## config.mk

```make
export PLATFORM = sky130hd
export DESIGN_NAME = stream_k_group_reverser_top_flat
export DESIGN_NICKNAME = d
export VERILOG_FILES = /design/src/hdl/skgr_pkg.sv /design/src/hdl/skgr_in_if.sv /design/src/hdl/skgr_out_if.sv /design/src/hdl/skgr_datapath.sv /design/src/hdl/skgr_ctrl.sv /design/src/hdl/stream_k_group_reverser_top.sv /design/src/flat_wrapper.sv
export SDC_FILE = /design/constraint.sdc
export NUM_CORES = 1
export LEC_CHECK = 0
export BUFFER_PORTS_ARGS = -buffer_cell sky130_fd_sc_hd__buf_2
export CORE_AREA = 4 4 206 208
export DETAILED_ROUTE_END_ITERATION = 10
export DIE_AREA = 0 0 210 212
export PLACE_DENSITY_LB_ADDON = 0.05
export REMOVE_ABC_BUFFERS = 1
export SLEW_MARGIN = 0
export SYNTH_ARGS = -nofsm -noshare
export SYNTH_HDL_FRONTEND = slang
export SYNTH_SLANG_ARGS = --single-unit
export TNS_END_PERCENT = 100
```

## constraint.sdc

```tcl
create_clock -name i_clk -period 2.8 [get_ports i_clk]
set_clock_uncertainty 0.1 [all_clocks]
set_input_delay 0.28 -clock i_clk [delete_from_list [all_inputs] [get_ports i_clk]]
set_output_delay 0.28 -clock i_clk [all_outputs]
set_load 0.02 [all_outputs]
```

## src/hdl/skgr_pkg.sv

```systemverilog
// Package for the k-group stream reverser.
// Holds shared constants, the controller state type and the datapath command struct.
// No dependencies.
package skgr_pkg;

    localparam int P_MAX_GROUP = 16;
    localparam int P_VALUE_W   = 32;
    localparam int P_CFG_W     = 5;
    localparam logic [P_CFG_W-1:0] P_CFG_RESET = 5'd2;

    // controller states
    typedef enum logic [1:0] {
        ST_IDLE,
        ST_READ,
        ST_SEND
    } t_state;

    // command from controller to datapath
    typedef struct packed {
        logic wr_en;
        logic rd_en;
        logic run_end;
        logic list_last;
    } t_dp_cmd;

endpackage

```

## src/hdl/skgr_in_if.sv

```systemverilog
// Input channel of the k-group stream reverser: valid/ready plus one list element.
// Depends on skgr_pkg.
interface skgr_in_if
    import skgr_pkg::*;
();
    logic                 valid;
    logic                 ready;
    logic [P_VALUE_W-1:0] value;
    logic                 list_end;

    modport source (output valid, output value, output list_end, input ready);
    modport sink   (input valid, input value, input list_end, output ready);
endinterface

```

## src/hdl/skgr_out_if.sv

```systemverilog
// Output channel of the k-group stream reverser: valid/ready plus one reordered element.
// Depends on skgr_pkg.
interface skgr_out_if
    import skgr_pkg::*;
();
    logic                 valid;
    logic                 ready;
    logic [P_VALUE_W-1:0] out_value;
    logic                 run_end;
    logic                 list_last;

    modport source (output valid, output out_value, output run_end, output list_last,
                    input ready);
    modport sink   (input valid, input out_value, input run_end, input list_last,
                    output ready);
endinterface

```

## src/hdl/skgr_datapath.sv

```systemverilog
// Datapath of the k-group stream reverser: group buffer memory and output payload register.
// Depends on skgr_pkg; driven by skgr_ctrl.
module skgr_datapath
    import skgr_pkg::*;
#(
    parameter int MAX_GROUP = P_MAX_GROUP
) (
    input  logic                         i_clk,
    input  t_dp_cmd                      i_cmd,
    input  logic [$clog2(MAX_GROUP)-1:0] i_wr_addr,
    input  logic [$clog2(MAX_GROUP)-1:0] i_rd_addr,
    input  logic [P_VALUE_W-1:0]         i_wr_data,
    output logic [P_VALUE_W-1:0]         o_value,
    output logic                         o_run_end,
    output logic                         o_list_last
);

    logic [P_VALUE_W-1:0] r_mem [MAX_GROUP];
    logic [P_VALUE_W-1:0] r_value;
    logic                 r_run_end;
    logic                 r_list_last;

    // buffer write, one item per accepted input
    always_ff @(posedge i_clk) begin
        if (i_cmd.wr_en) begin
            r_mem[i_wr_addr] <= i_wr_data;
        end
    end

    // registered read feeds the output payload directly
    always_ff @(posedge i_clk) begin
        if (i_cmd.rd_en) begin
            r_value     <= r_mem[i_rd_addr];
            r_run_end   <= i_cmd.run_end;
            r_list_last <= i_cmd.list_last;
        end
    end

    assign o_value     = r_value;
    assign o_run_end   = r_run_end;
    assign o_list_last = r_list_last;

endmodule

```

## src/hdl/skgr_ctrl.sv

```systemverilog
// Controller of the k-group stream reverser: group size register, fill count,
// readout sequencing and channel handshakes. Depends on skgr_pkg.
module skgr_ctrl
    import skgr_pkg::*;
#(
    parameter int MAX_GROUP = P_MAX_GROUP
) (
    input  logic                         i_clk,
    input  logic                         i_rst_n,
    input  logic                         i_cfg_we,
    input  logic [P_CFG_W-1:0]           i_cfg_data,
    input  logic                         i_in_valid,
    input  logic                         i_in_list_end,
    output logic                         o_in_ready,
    input  logic                         i_out_ready,
    output logic                         o_out_valid,
    output t_dp_cmd                      o_cmd,
    output logic [$clog2(MAX_GROUP)-1:0] o_wr_addr,
    output logic [$clog2(MAX_GROUP)-1:0] o_rd_addr
);

    localparam int AW = $clog2(MAX_GROUP);
    localparam int CW = $clog2(MAX_GROUP + 1);
    localparam int KW = (CW > P_CFG_W) ? CW : P_CFG_W;

    t_state               r_state, n_state;
    logic [P_CFG_W-1:0]   r_gsize;
    logic [CW-1:0]        r_fill, n_fill;
    logic [CW-1:0]        r_count, n_count;
    logic [CW-1:0]        r_idx, n_idx;
    logic                 r_rev, n_rev;
    logic                 r_last, n_last;

    logic [KW-1:0]        w_gs_ext;
    logic [KW-1:0]        w_k;
    logic [CW-1:0]        w_push;
    logic [CW-1:0]        w_fill_inc;
    logic [CW-1:0]        w_src;
    logic                 w_tail;
    logic                 w_accept;

    // group size register
    always_ff @(posedge i_clk) begin
        if (!i_rst_n) begin
            r_gsize <= P_CFG_RESET;
        end else if (i_cfg_we) begin
            r_gsize <= i_cfg_data;
        end
    end

    // effective group size: saturate at MAX_GROUP, 0 and 1 mean pass-through
    always_comb begin
        w_gs_ext = KW'(r_gsize);
        if (w_gs_ext > KW'(MAX_GROUP)) begin
            w_k = KW'(MAX_GROUP);
        end else if (w_gs_ext < KW'(2)) begin
            w_k = KW'(1);
        end else begin
            w_k = w_gs_ext;
        end
    end

    // push slot and readout addressing
    assign w_push     = (r_fill >= CW'(MAX_GROUP)) ? CW'(MAX_GROUP - 1) : r_fill;
    assign w_fill_inc = w_push + CW'(1);
    assign w_src      = r_rev ? (r_count - CW'(1) - r_idx) : r_idx;
    assign w_tail     = ((r_idx + CW'(1)) == r_count);
    assign w_accept   = i_in_valid && o_in_ready;

    assign o_wr_addr  = w_push[AW-1:0];
    assign o_rd_addr  = w_src[AW-1:0];
    assign o_in_ready  = (r_state == ST_IDLE);
    assign o_out_valid = (r_state == ST_SEND);

    // state and counters
    always_ff @(posedge i_clk) begin
        if (!i_rst_n) begin
            r_state <= ST_IDLE;
            r_fill  <= '0;
            r_count <= '0;
            r_idx   <= '0;
            r_rev   <= 1'b0;
            r_last  <= 1'b0;
        end else begin
            r_state <= n_state;
            r_fill  <= n_fill;
            r_count <= n_count;
            r_idx   <= n_idx;
            r_rev   <= n_rev;
            r_last  <= n_last;
        end
    end

    // next state and datapath commands
    always_comb begin
        n_state         = r_state;
        n_fill          = r_fill;
        n_count         = r_count;
        n_idx           = r_idx;
        n_rev           = r_rev;
        n_last          = r_last;
        o_cmd.wr_en     = 1'b0;
        o_cmd.rd_en     = 1'b0;
        o_cmd.run_end   = w_tail;
        o_cmd.list_last = w_tail && r_last;
        case (r_state)
            ST_IDLE: begin
                if (w_accept) begin
                    o_cmd.wr_en = 1'b1;
                    n_fill      = w_fill_inc;
                    n_last      = i_in_list_end;
                    n_count     = w_fill_inc;
                    n_idx       = '0;
                    if (KW'(w_fill_inc) >= w_k) begin
                        // group complete: newest first
                        n_rev   = 1'b1;
                        n_state = ST_READ;
                    end else if (i_in_list_end) begin
                        // partial group at list end: arrival order
                        n_rev   = 1'b0;
                        n_state = ST_READ;
                    end
                end
            end
            ST_READ: begin
                o_cmd.rd_en = 1'b1;
                n_state     = ST_SEND;
            end
            ST_SEND: begin
                if (i_out_ready) begin
                    if (w_tail) begin
                        n_fill  = '0;
                        n_state = ST_IDLE;
                    end else begin
                        n_idx   = r_idx + CW'(1);
                        n_state = ST_READ;
                    end
                end
            end
            default: begin
                n_state = ST_IDLE;
            end
        endcase
    end

endmodule

```

## src/hdl/stream_k_group_reverser_top.sv

```systemverilog
// Top level of the k-group stream reverser. Depends on skgr_pkg, skgr_in_if,
// skgr_out_if, skgr_ctrl and skgr_datapath.
//
// Takes a list one signed 32-bit element per item and returns it reversed in
// groups of group_size elements (saturated at MAX_GROUP; 0 and 1 pass items
// through); a trailing partial group comes out in arrival order when the item
// flagged list_end arrives. run_end marks the last result of each group and
// list_last the last result of the list. Each result is read from the group
// buffer into the output register (ST_READ) and then held there and offered
// (ST_SEND) until the output takes it.
// No input is taken while a group is being read out. group_size is written
// through i_cfg_we/i_cfg_data and takes effect on the next item.
module stream_k_group_reverser_top
    import skgr_pkg::*;
#(
    parameter int MAX_GROUP = P_MAX_GROUP
) (
    input  logic               i_clk,
    input  logic               i_rst_n,
    input  logic               i_cfg_we,
    input  logic [P_CFG_W-1:0] i_cfg_data,
    skgr_in_if.sink            i_in,
    skgr_out_if.source         o_out
);

    localparam int AW = $clog2(MAX_GROUP);

    t_dp_cmd        w_cmd;
    logic [AW-1:0]  w_wr_addr;
    logic [AW-1:0]  w_rd_addr;

    skgr_ctrl #(
        .MAX_GROUP (MAX_GROUP)
    ) u_ctrl (
        .i_clk         (i_clk),
        .i_rst_n       (i_rst_n),
        .i_cfg_we      (i_cfg_we),
        .i_cfg_data    (i_cfg_data),
        .i_in_valid    (i_in.valid),
        .i_in_list_end (i_in.list_end),
        .o_in_ready    (i_in.ready),
        .i_out_ready   (o_out.ready),
        .o_out_valid   (o_out.valid),
        .o_cmd         (w_cmd),
        .o_wr_addr     (w_wr_addr),
        .o_rd_addr     (w_rd_addr)
    );

    skgr_datapath #(
        .MAX_GROUP (MAX_GROUP)
    ) u_datapath (
        .i_clk       (i_clk),
        .i_cmd       (w_cmd),
        .i_wr_addr   (w_wr_addr),
        .i_rd_addr   (w_rd_addr),
        .i_wr_data   (i_in.value),
        .o_value     (o_out.out_value),
        .o_run_end   (o_out.run_end),
        .o_list_last (o_out.list_last)
    );

endmodule

```

## src/flat_wrapper.sv

```systemverilog
// flat-port wrapper written by rule: the top's interface ports become plain ports
module stream_k_group_reverser_top_flat import skgr_pkg::*;
#(
    parameter int MAX_GROUP = P_MAX_GROUP
)
  (i_clk, i_rst_n, i_cfg_we, i_cfg_data, i_in_valid, i_in_value, i_in_list_end, i_in_ready, o_out_valid, o_out_out_value, o_out_run_end, o_out_list_last, o_out_ready);
  skgr_in_if i_in_i ();
  skgr_out_if o_out_i ();
  input  logic i_clk;
  input  logic i_rst_n;
  input  logic i_cfg_we;
  input  logic [P_CFG_W-1:0] i_cfg_data;
  input wire logic [$bits(i_in_i.valid)-1:0] i_in_valid;
  input wire logic [$bits(i_in_i.value)-1:0] i_in_value;
  input wire logic [$bits(i_in_i.list_end)-1:0] i_in_list_end;
  output wire logic [$bits(i_in_i.ready)-1:0] i_in_ready;
  output wire logic [$bits(o_out_i.valid)-1:0] o_out_valid;
  output wire logic [$bits(o_out_i.out_value)-1:0] o_out_out_value;
  output wire logic [$bits(o_out_i.run_end)-1:0] o_out_run_end;
  output wire logic [$bits(o_out_i.list_last)-1:0] o_out_list_last;
  input wire logic [$bits(o_out_i.ready)-1:0] o_out_ready;
  assign i_in_i.valid = i_in_valid;
  assign i_in_i.value = i_in_value;
  assign i_in_i.list_end = i_in_list_end;
  assign i_in_ready = i_in_i.ready;
  assign o_out_valid = o_out_i.valid;
  assign o_out_out_value = o_out_i.out_value;
  assign o_out_run_end = o_out_i.run_end;
  assign o_out_list_last = o_out_i.list_last;
  assign o_out_i.ready = o_out_ready;
  stream_k_group_reverser_top #(.MAX_GROUP(MAX_GROUP)) u_core (.i_clk(i_clk), .i_rst_n(i_rst_n), .i_cfg_we(i_cfg_we), .i_cfg_data(i_cfg_data), .i_in(i_in_i), .o_out(o_out_i));
endmodule
```

==> results of run 1 <==
[metal layers]
| metal | vias to the layer above | global-route usage | part of all wire |
|---|---|---|---|
| li1 | 4570 | - | - |
| met2 | 267 | 0.343 | 0.50 |
| met4 | 0 | 0.0509 | 0.016 |
| met1 | 5523 | 0.309 | 0.44 |
| met5 | - | 0 | 0 |
| met3 | 52 | 0.0292 | 0.045 |
[cell usage after synthesis, types with 2 or more instances]
library cell	count
edfxtp_1	546
mux4_2	128
mux2i_1	103
nand2_1	26
dfxtp_1	24
buf_2	22
nor2_1	21
ha_1	13
a21oi_1	12
buf_6	11
and3_1	9
clkbuf_1	8
inv_1	8
and2_1	7
a21o_1	4
buf_4	4
nand3_1	4
o21ai_0	4
o2bb2ai_1	4
xnor2_1	4
xor2_1	4
nand2b_1	3
nor2b_1	3
nor3_1	3
o311ai_0	3
nor3b_1	2
or4_1	2
[flip-flops by register name (all words and copies together), names as in the netlist]
signal,flops
u_core.u_ctrl.r_count,5
u_core.u_ctrl.r_last,1
u_core.u_ctrl.r_rev,1
u_core.u_datapath.o_list_last,1
u_core.u_ctrl.r_gsize,5
u_core.u_ctrl.r_fill,5
u_core.u_datapath.r_mem,512
u_core.u_datapath.o_value,32
u_core.u_ctrl.r_state,2
u_core.u_datapath.o_run_end,1
u_core.u_ctrl.r_idx,5
[logic make-up (layout without fill, tap and decap cells)]
| logic type | Yosys count | after routing | share of synthesized area |
|---|---|---|---|
| flops | 570 | 570 | 0.765 |
| mux | 231 | 231 | 0.177 |
| simple gates | 84 | 84 | 0.0184 |
| buf+inv | 55 | 297 | 0.0150 |
| compound gates | 37 | 37 | 0.0117 |
| fa+ha+maj | 14 | 14 | 0.00828 |
| xor+xnor | 9 | 9 | 0.00391 |
[critical path: cells and delay by family (launching register included)]
| kind | cells | cell delay [ns] |
|---|---|---|
| multiplexers | 4 | 0.80 |
| adder cells (fa/ha/maj) | 2 | 0.67 |
| buffers and inverters | 3 | 0.46 |
| flip-flops | 1 | 0.33 |
[cells in the final DEF, fill, tap and decap left out, types with 5 or more instances in the layout]
master / Yosys / routed
edfxtp_1: 546 / 546
mux4_2: 128 / 128
mux2i_1: 103 / 101
buf_2: 22 / 78
clkbuf_16: 0 / 58
dlygate4sd3_1: 0 / 49
buf_4: 4 / 33
buf_12: 0 / 28
nand2_1: 26 / 26
clkinv_1: 1 / 25
dfxtp_1: 24 / 24
nor2_1: 21 / 17
ha_1: 13 / 13
a21oi_1: 12 / 12
clkbuf_1: 8 / 9
inv_1: 8 / 8
and3_2: 0 / 8
clkinv_2: 0 / 5
[power by group through the flow]
stage,registers (mW),clock network [mW],logic [mW]
6_report,9.65,6.93,1.99
5_1_grt,9.66,7.49,2.16
4_1_cts,9.65,7.10,2.02
3_5_place_dp,9.83,0,1.96
3_3_place_gp,9.83,0,1.93
2_1_floorplan,9.88,0,1.57
[final cells by class]
| type | instances | share of cell area |
|---|---|---|
| Inverter | 9 | 0.00130 |
| Sequential cell | 570 | 0.651 |
| Timing Repair Buffer | 189 | 0.0661 |
| Multi-Input combinational cell | 375 | 0.191 |
| Clock buffer | 66 | 0.0563 |
| Clock inverter | 33 | 0.00835 |
| Tap cell | 532 | 0.0257 |
[metrics by stage]
stage,power [mW],setup WS (ns),hold WS [ns]
after global routing,19.3,0.0281,0.102
after detailed placement,11.8,0.118,0.357
after global placement,11.8,0.128,0.355
after floorplan,11.5,-11.15,0.242
final,18.6,0.154,0.0665
after CTS,18.8,0.109,0.0321
[path summary, 6_finish.rpt]
check	depth (start not counted)	endpoint	slack, ns
worst max-delay path	9	u_core.u_datapath.o_value[27]$_DFFE_PN_	0.15
worst min-delay path	4	u_core.u_ctrl.r_state[0]$_SDFFE_PN0P_	0.07
worst max register to register	9	u_core.u_datapath.o_value[27]$_DFFE_PN_	0.15
worst min register to register	1	u_core.u_ctrl.r_fill[1]$_SDFFE_PN0P_	0.38
[what timing repair did]
item | in CTS | in global routing
hold buffers | 49 | 0
hold endpoints to repair | 521 | 0
setup buffers | 0 | 1
setup endpoints to repair | 0 | 5
==> results.py, run 1 <==
metrics = {
    "power_and_ir_drop": {
        "pwr-share-seq": 0.520,
        "peakVddDrop_mv": 0.475,
        "power_leakage_nw": 9.27,
        "cellInternalPower_mw": 14.5,
        "pwr_density_cell_mw_per_mm2": 717,
        "netSwitchingFraction": 0.218,
        "share_clk_of_total_power": 0.373,
        "p_comb_frac": 0.107,
        "psw_mw": 4.05,
    },
    "clocking": {
        "cts_root_cell": "clkbuf_16",
        "cts_resized": 0,
        "clk_pin_slew_worst_paths_ns": 0.06,
        "cts_tree": "done",
        "max-clock-path-buffers": 3,
        "tritoncts.num_buffers": 56,
        "cts.sink_count": 570,
        "worst_skew_pair.late_latency_ns": 0.59,
        "cts_max_level": 2,
    },
    "finish": {
        "finish.cell_count_without_fillers": 1774,
        "post_route_cell_area_mm2": 0.0259,
        "multi_input_comb_area_mm2": 0.00495,
        "filler_cell_count": 2797,
        "areaGrowthSynthToFinish_pct": 17.5,
        "final_core_util": 0.639,
        "antennaDiodeCount": 0,
        "total_nets_final": 1258,
        "ff_latch_area_mm2": 0.0169,
        "final_layout_size_suffix_gt1_frac": 0.289,
    },
    "global_route": {
        "globalRouteOverflowTotal": 0,
        "grt_pass1_wl_um": 69100,
        "pin_count_of_the_biggest_net_entering_global_routing": 36,
        "first_global_vias": 10800,
        "grt_antenna_before_repair": 0,
        "grt_use_total": 0.210,
    },
    "synth": {
        "yosys-top-cells-area": "edfxtp_1 (74%), mux4_2 (13%), mux2i_1 (4.7%)",
        "synth_largest_type_area_fraction": 0.743,
        "yosys_most_used_dff": "edfxtp_1",
        "postSynthRegisterBits": 570,
        "synthesis.instances": 1000,
        "synth.yosys.warnings": 0,
        "synth-edff-count": 546,
        "seq_area_frac_synth": 0.765,
        "synthesis.area_per_instance_um2": 22.1,
        "synthesis.area_mm2": 0.0221,
        "synth_largest_area_cell": "edfxtp_1",
        "synth-async-reset-ratio": 0,
        "synth_cell_type_count": 45,
    },
    "timing": {
        "max_clk_rate_ghz": 0.378,
        "setup_viol_count_final": 0,
        "finalMaxSlewViolations": 0,
        "worst_pin_slew_ns": 0.770,
        "finalCriticalPeriod_ns": 2.65,
        "hold_viol": 0,
        "setup_tns_ns": 0,
        "final_min_period_over_clock_period": 0.945,
        "slew_headroom": 0.485,
        "grt_setup_unrepaired": "no",
    },
    "outcome": {
        "outcome": "completed",
    },
    "placement": {
        "post_dp_cell_area_mm2": 0.0237,
        "port_buffers": 78,
        "dp_hpwl_um": 24400,
        "gp_routability_congestion": 0.740,
        "post-place-cells": 1624,
    },
    "worst_setup_path": {
        "worst-setup-path-type": "flop to flop",
        "worst-endpoint-required_ns": 3.03,
        "crit_path_start": "u_core.u_ctrl.r_idx[0]$_SDFFE_PN0P_",
        "crit_path_top_delay_cell": "fa_1",
        "cp_data_arrival_time_ns": 2.87,
        "crit_path_end_kind": "flop",
        "crit_chain": "inv_1 > ha_1 > fa_1 > mux2i_4 > buf_12 > buf_12 > mux4_2 > mux2i_1 > mux2i_1",
        "reg2reg_from": "u_core.u_ctrl.r_idx[0]$_SDFFE_PN0P_",
        "worstPathMaxFanout": 25,
        "critical_path.max_stage_delay_ns": 0.48,
        "startpoint_type": "flop",
    },
    "drt": {
        "drc": 0,
        "drt-total-wl_um": 45900,
        "detail-route-antenna-nets": 0,
        "drt_iter0_drc": 660,
        "drtPass1Iterations": 5,
        "number_of_vias_in_the_routed_layout": 10400,
        "drt-vias-per-instance": 5.87,
        "wire_per_inst_um": 25.8,
    },
    "floorplanning": {
        "placeable_core_area_mm2": 0.0406,
        "die_height_um": 212,
        "initial_core_util": 0.544,
        "die_area_mm2": 0.0445,
        "boundaryPins": 79,
        "die-width_um": 210,
        "rows": 74,
    },
    "job": {
        "maxCapViolCount": 0,
    },
    "hold_path": {
        "min-delay-path-class": "primary input to flop",
        "hold_sp": "i_in_valid",
    },
}
Power figures use the tool's default switching activity.
==> inputs of run 2 (changes only) <==
- ABC_AREA: not set -> 1
- CORE_AREA: 4 4 206 208 -> 4 4 210 212
- DIE_AREA: 0 0 210 212 -> 0 0 214 216
- TNS_END_PERCENT: 100 -> 30
==> run 2 against run 1 <==
Net effect:
- critical path depth grew 4
- total power grew 55%
- core utilization up 1.4 points
- first-iteration DRC count up 100%
- register-to-register slack improved by 0.02 ns
- sequential cell count stayed put
- count of clock-buffer cells in the layout is 8 higher
- maximum frequency is 0.92% higher
- critical path type unchanged
- largest cell class unchanged
- highest routed layer is now met5
==> results.py, run 2 <==
metrics = {
    "synth": {
        "synthesis.area_mm2": 0.0234,
        "synth_largest_type_area_fraction": 0.701,
        "yosys-top-cells-area": "edfxtp_1 (70%), inv_1 (4.6%), a21oi_1 (4.3%)",
        "synthesis.instances": 1927,
        "yosys_most_used_dff": "edfxtp_1",
        "synth-edff-count": 546,
        "synth_largest_area_cell": "edfxtp_1",
        "synth_cell_type_count": 36,
        "synth.yosys.warnings": 0,
        "synth-async-reset-ratio": 0,
        "seq_area_frac_synth": 0.721,
        "synth.most_common_cell": "edfxtp_1",
        "synthesis.area_per_instance_um2": 12.1,
        "synth.top_cells.by_count": "edfxtp_1 (546), inv_1 (284), nand2_1 (230)",
        "postSynthRegisterBits": 570,
    },
    "job": {
        "maxCapViolCount": 0,
    },
    "floorplanning": {
        "initial_core_util": 0.558,
        "die_height_um": 216,
        "rows": 75,
        "die-width_um": 214,
        "die_area_mm2": 0.0462,
        "boundaryPins": 79,
        "placeable_core_area_mm2": 0.0419,
    },
    "timing": {
        "setup_tns_ns": 0,
        "slew_headroom": 0.485,
        "grt_setup_unrepaired": "no",
        "finalHoldWorstSlack_ns": 0.410,
        "worst_pin_slew_ns": 0.771,
        "finalCriticalPeriod_ns": 2.62,
        "final_min_period_over_clock_period": 0.937,
        "post_layout_worst_setup_margin_ns": 0.178,
        "max_clk_rate_ghz": 0.381,
        "setup_viol_count_final": 0,
        "finalMaxSlewViolations": 0,
        "hold_viol": 0,
    },
    "global_route": {
        "grt_use_total": 0.224,
        "grt_pass1_wl_um": 80400,
        "globalRouteOverflowTotal": 0,
        "grt_antenna_before_repair": 1,
        "pin_count_of_the_biggest_net_entering_global_routing": 113,
        "first_global_vias": 13900,
    },
    "finish": {
        "finish.cell_count_without_fillers": 2657,
        "antennaDiodeCount": 0,
        "mostFrequentLayoutCell": "edfxtp_1",
        "leading_cell_types_in_the_layout_fill_and_taps_excluded": "edfxtp_1 (546), inv_1 (284), nand2_1 (230)",
        "final_layout_size_suffix_gt1_frac": 0.119,
        "total_nets_final": 2136,
        "areaGrowthSynthToFinish_pct": 17.0,
        "largest-register": "u_core.u_datapath.r_mem",
        "largest_register_ff_count": 512,
        "filler_cell_count": 3162,
    },
    "drt": {
        "drtPass1Iterations": 5,
        "drc": 0,
        "drt-total-wl_um": 52500,
        "wire_per_inst_um": 19.8,
        "drt_iter0_drc": 1320,
        "detail-route-antenna-nets": 0,
        "number_of_vias_in_the_routed_layout": 14500,
        "drt-vias-per-instance": 5.48,
    },
    "worst_setup_path": {
        "worst_path_most_repeated_cell": "nand2_1",
        "critical_path.max_stage_delay_ns": 0.49,
        "timing.critical_path.max_delay_family": "adder cells",
        "crit_buf_inv": 3,
        "worst-endpoint-required_ns": 3.04,
        "worstPathMaxFanout": 34,
        "crit_chain": "inv_2 > ha_1 > fa_1 > nand2_1 > o21ai_4 > buf_12 > buf_12 > a21oi_1 > o21ai_0 > nand2_1 > o21a_1 > nand2_1 > o21ai_1",
        "crit_path_end_kind": "flop",
        "crit_path_top_delay_cell": "fa_1",
        "worst-setup-path-type": "flop to flop",
        "cp_data_arrival_time_ns": 2.87,
        "startpoint_type": "flop",
    },
    "placement": {
        "port_buffers": 78,
        "dp_hpwl_um": 27800,
        "gp_routability_congestion": 0.767,
        "post-place-cells": 2504,
        "dp_slack_ns": 0.0818,
    },
    "power_and_ir_drop": {
        "power_leakage_nw": 10.0,
        "peakVddDrop_mv": 0.786,
        "fin_total_pwr_mw": 28.8,
        "pwr_density_cell_mw_per_mm2": 1050,
    },
    "clocking": {
        "cts_max_level": 2,
        "tritoncts.num_buffers": 58,
        "max-clock-path-buffers": 3,
        "cts_tree": "done",
        "cts.sink_count": 570,
        "cts_root_cell": "clkbuf_16",
        "worst_skew_pair.late_latency_ns": 0.62,
        "clk_pin_slew_worst_paths_ns": 0.06,
    },
    "outcome": {
        "outcome": "completed",
    },
    "hold_path": {
        "min-delay-path-class": "primary input to flop",
    },
}
run 2: worst reg2reg max path, cell delays in order (launching register included):
cell	delay [ns]
dfxtp_2	0.37
inv_2	0.07
ha_1	0.21
fa_1	0.49
nand2_1	0.08
o21ai_4	0.14
buf_12	0.20
buf_12	0.21
a21oi_1	0.06
o21ai_0	0.07
nand2_1	0.07
o21a_1	0.17
nand2_1	0.06
o21ai_1	0.06
run 2: metal layers:
layer | vias to the layer above | routed length, um | global-route usage
li1 | 7107 | - | -
met1 | 6966 | 23100 | 0.314
met2 | 385 | 25200 | 0.370
met3 | 89 | 3000 | 0.0371
met4 | 2 | 1130 | 0.0581
met5 | - | 13 | 0
run 2: final timing paths:
path,endpoint,start,slack [ns],cells after the start
setup / recovery,u_core.u_datapath.o_value[29]$_DFFE_PN_,u_core.u_ctrl.r_idx[0]$_SDFFE_PN0P_,0.18,13
hold / removal,u_core.u_ctrl.r_state[1]$_SDFFE_PN0P_,o_out_ready,0.41,4
setup reg to reg,u_core.u_datapath.o_value[29]$_DFFE_PN_,u_core.u_ctrl.r_idx[0]$_SDFFE_PN0P_,0.18,13
hold reg to reg,u_core.u_ctrl.r_fill[0]$_SDFFE_PN0P_,u_core.u_ctrl.r_fill[0]$_SDFFE_PN0P_,0.42,4
run 2: area by class of cell:
type                       instances  area [um^2]  area share
clock inverter                    25          188     0.00686
multi-input combinational        960         5080       0.185
inverter                         290         1090      0.0398
timing repair buffer             199         1930      0.0707
sequential                       570        16900       0.617
clock buffer                      74         1530      0.0560
tap                              539          674      0.0246
run 2: logic make-up (layout without fill, tap and decap cells):
family,after synthesis,count (layout),share of synthesized area
AO/OA/AOI/OAI,561,561,0.132
buffers and inverters,397,588,0.0684
flip-flops,570,570,0.721
adder cells (fa/ha/maj),14,14,0.00781
XOR/XNOR,4,4,0.00182
AND/OR/NAND/NOR,381,381,0.0682
run 2: power breakdown:
part	switching (mW)	internal (mW)	leakage (nW)	total, mW
Combinational	6.80	3.83	4.05	10.6
Sequential	0.331	10.7	5.13	11.0
Clock	3.10	4.01	0.835	7.11
run 2: what timing repair did:
action | CTS | global route
buffers inserted | 0 | 1
endpoints found under the hold margin | 530 | 0
endpoints found under the setup margin | 0 | 24
hold buffers | 52 | 0
gates resized for setup | 0 | 2
run 2: stage by stage:
step | area (um^2) | utilization
6_report | 27400 | 0.653
5_1_grt | 27400 | 0.653
4_1_cts | 27300 | 0.652
3_5_place_dp | 25100 | 0.598
3_3_place_gp | 25100 | 0.598
2_1_floorplan | 22900 | -
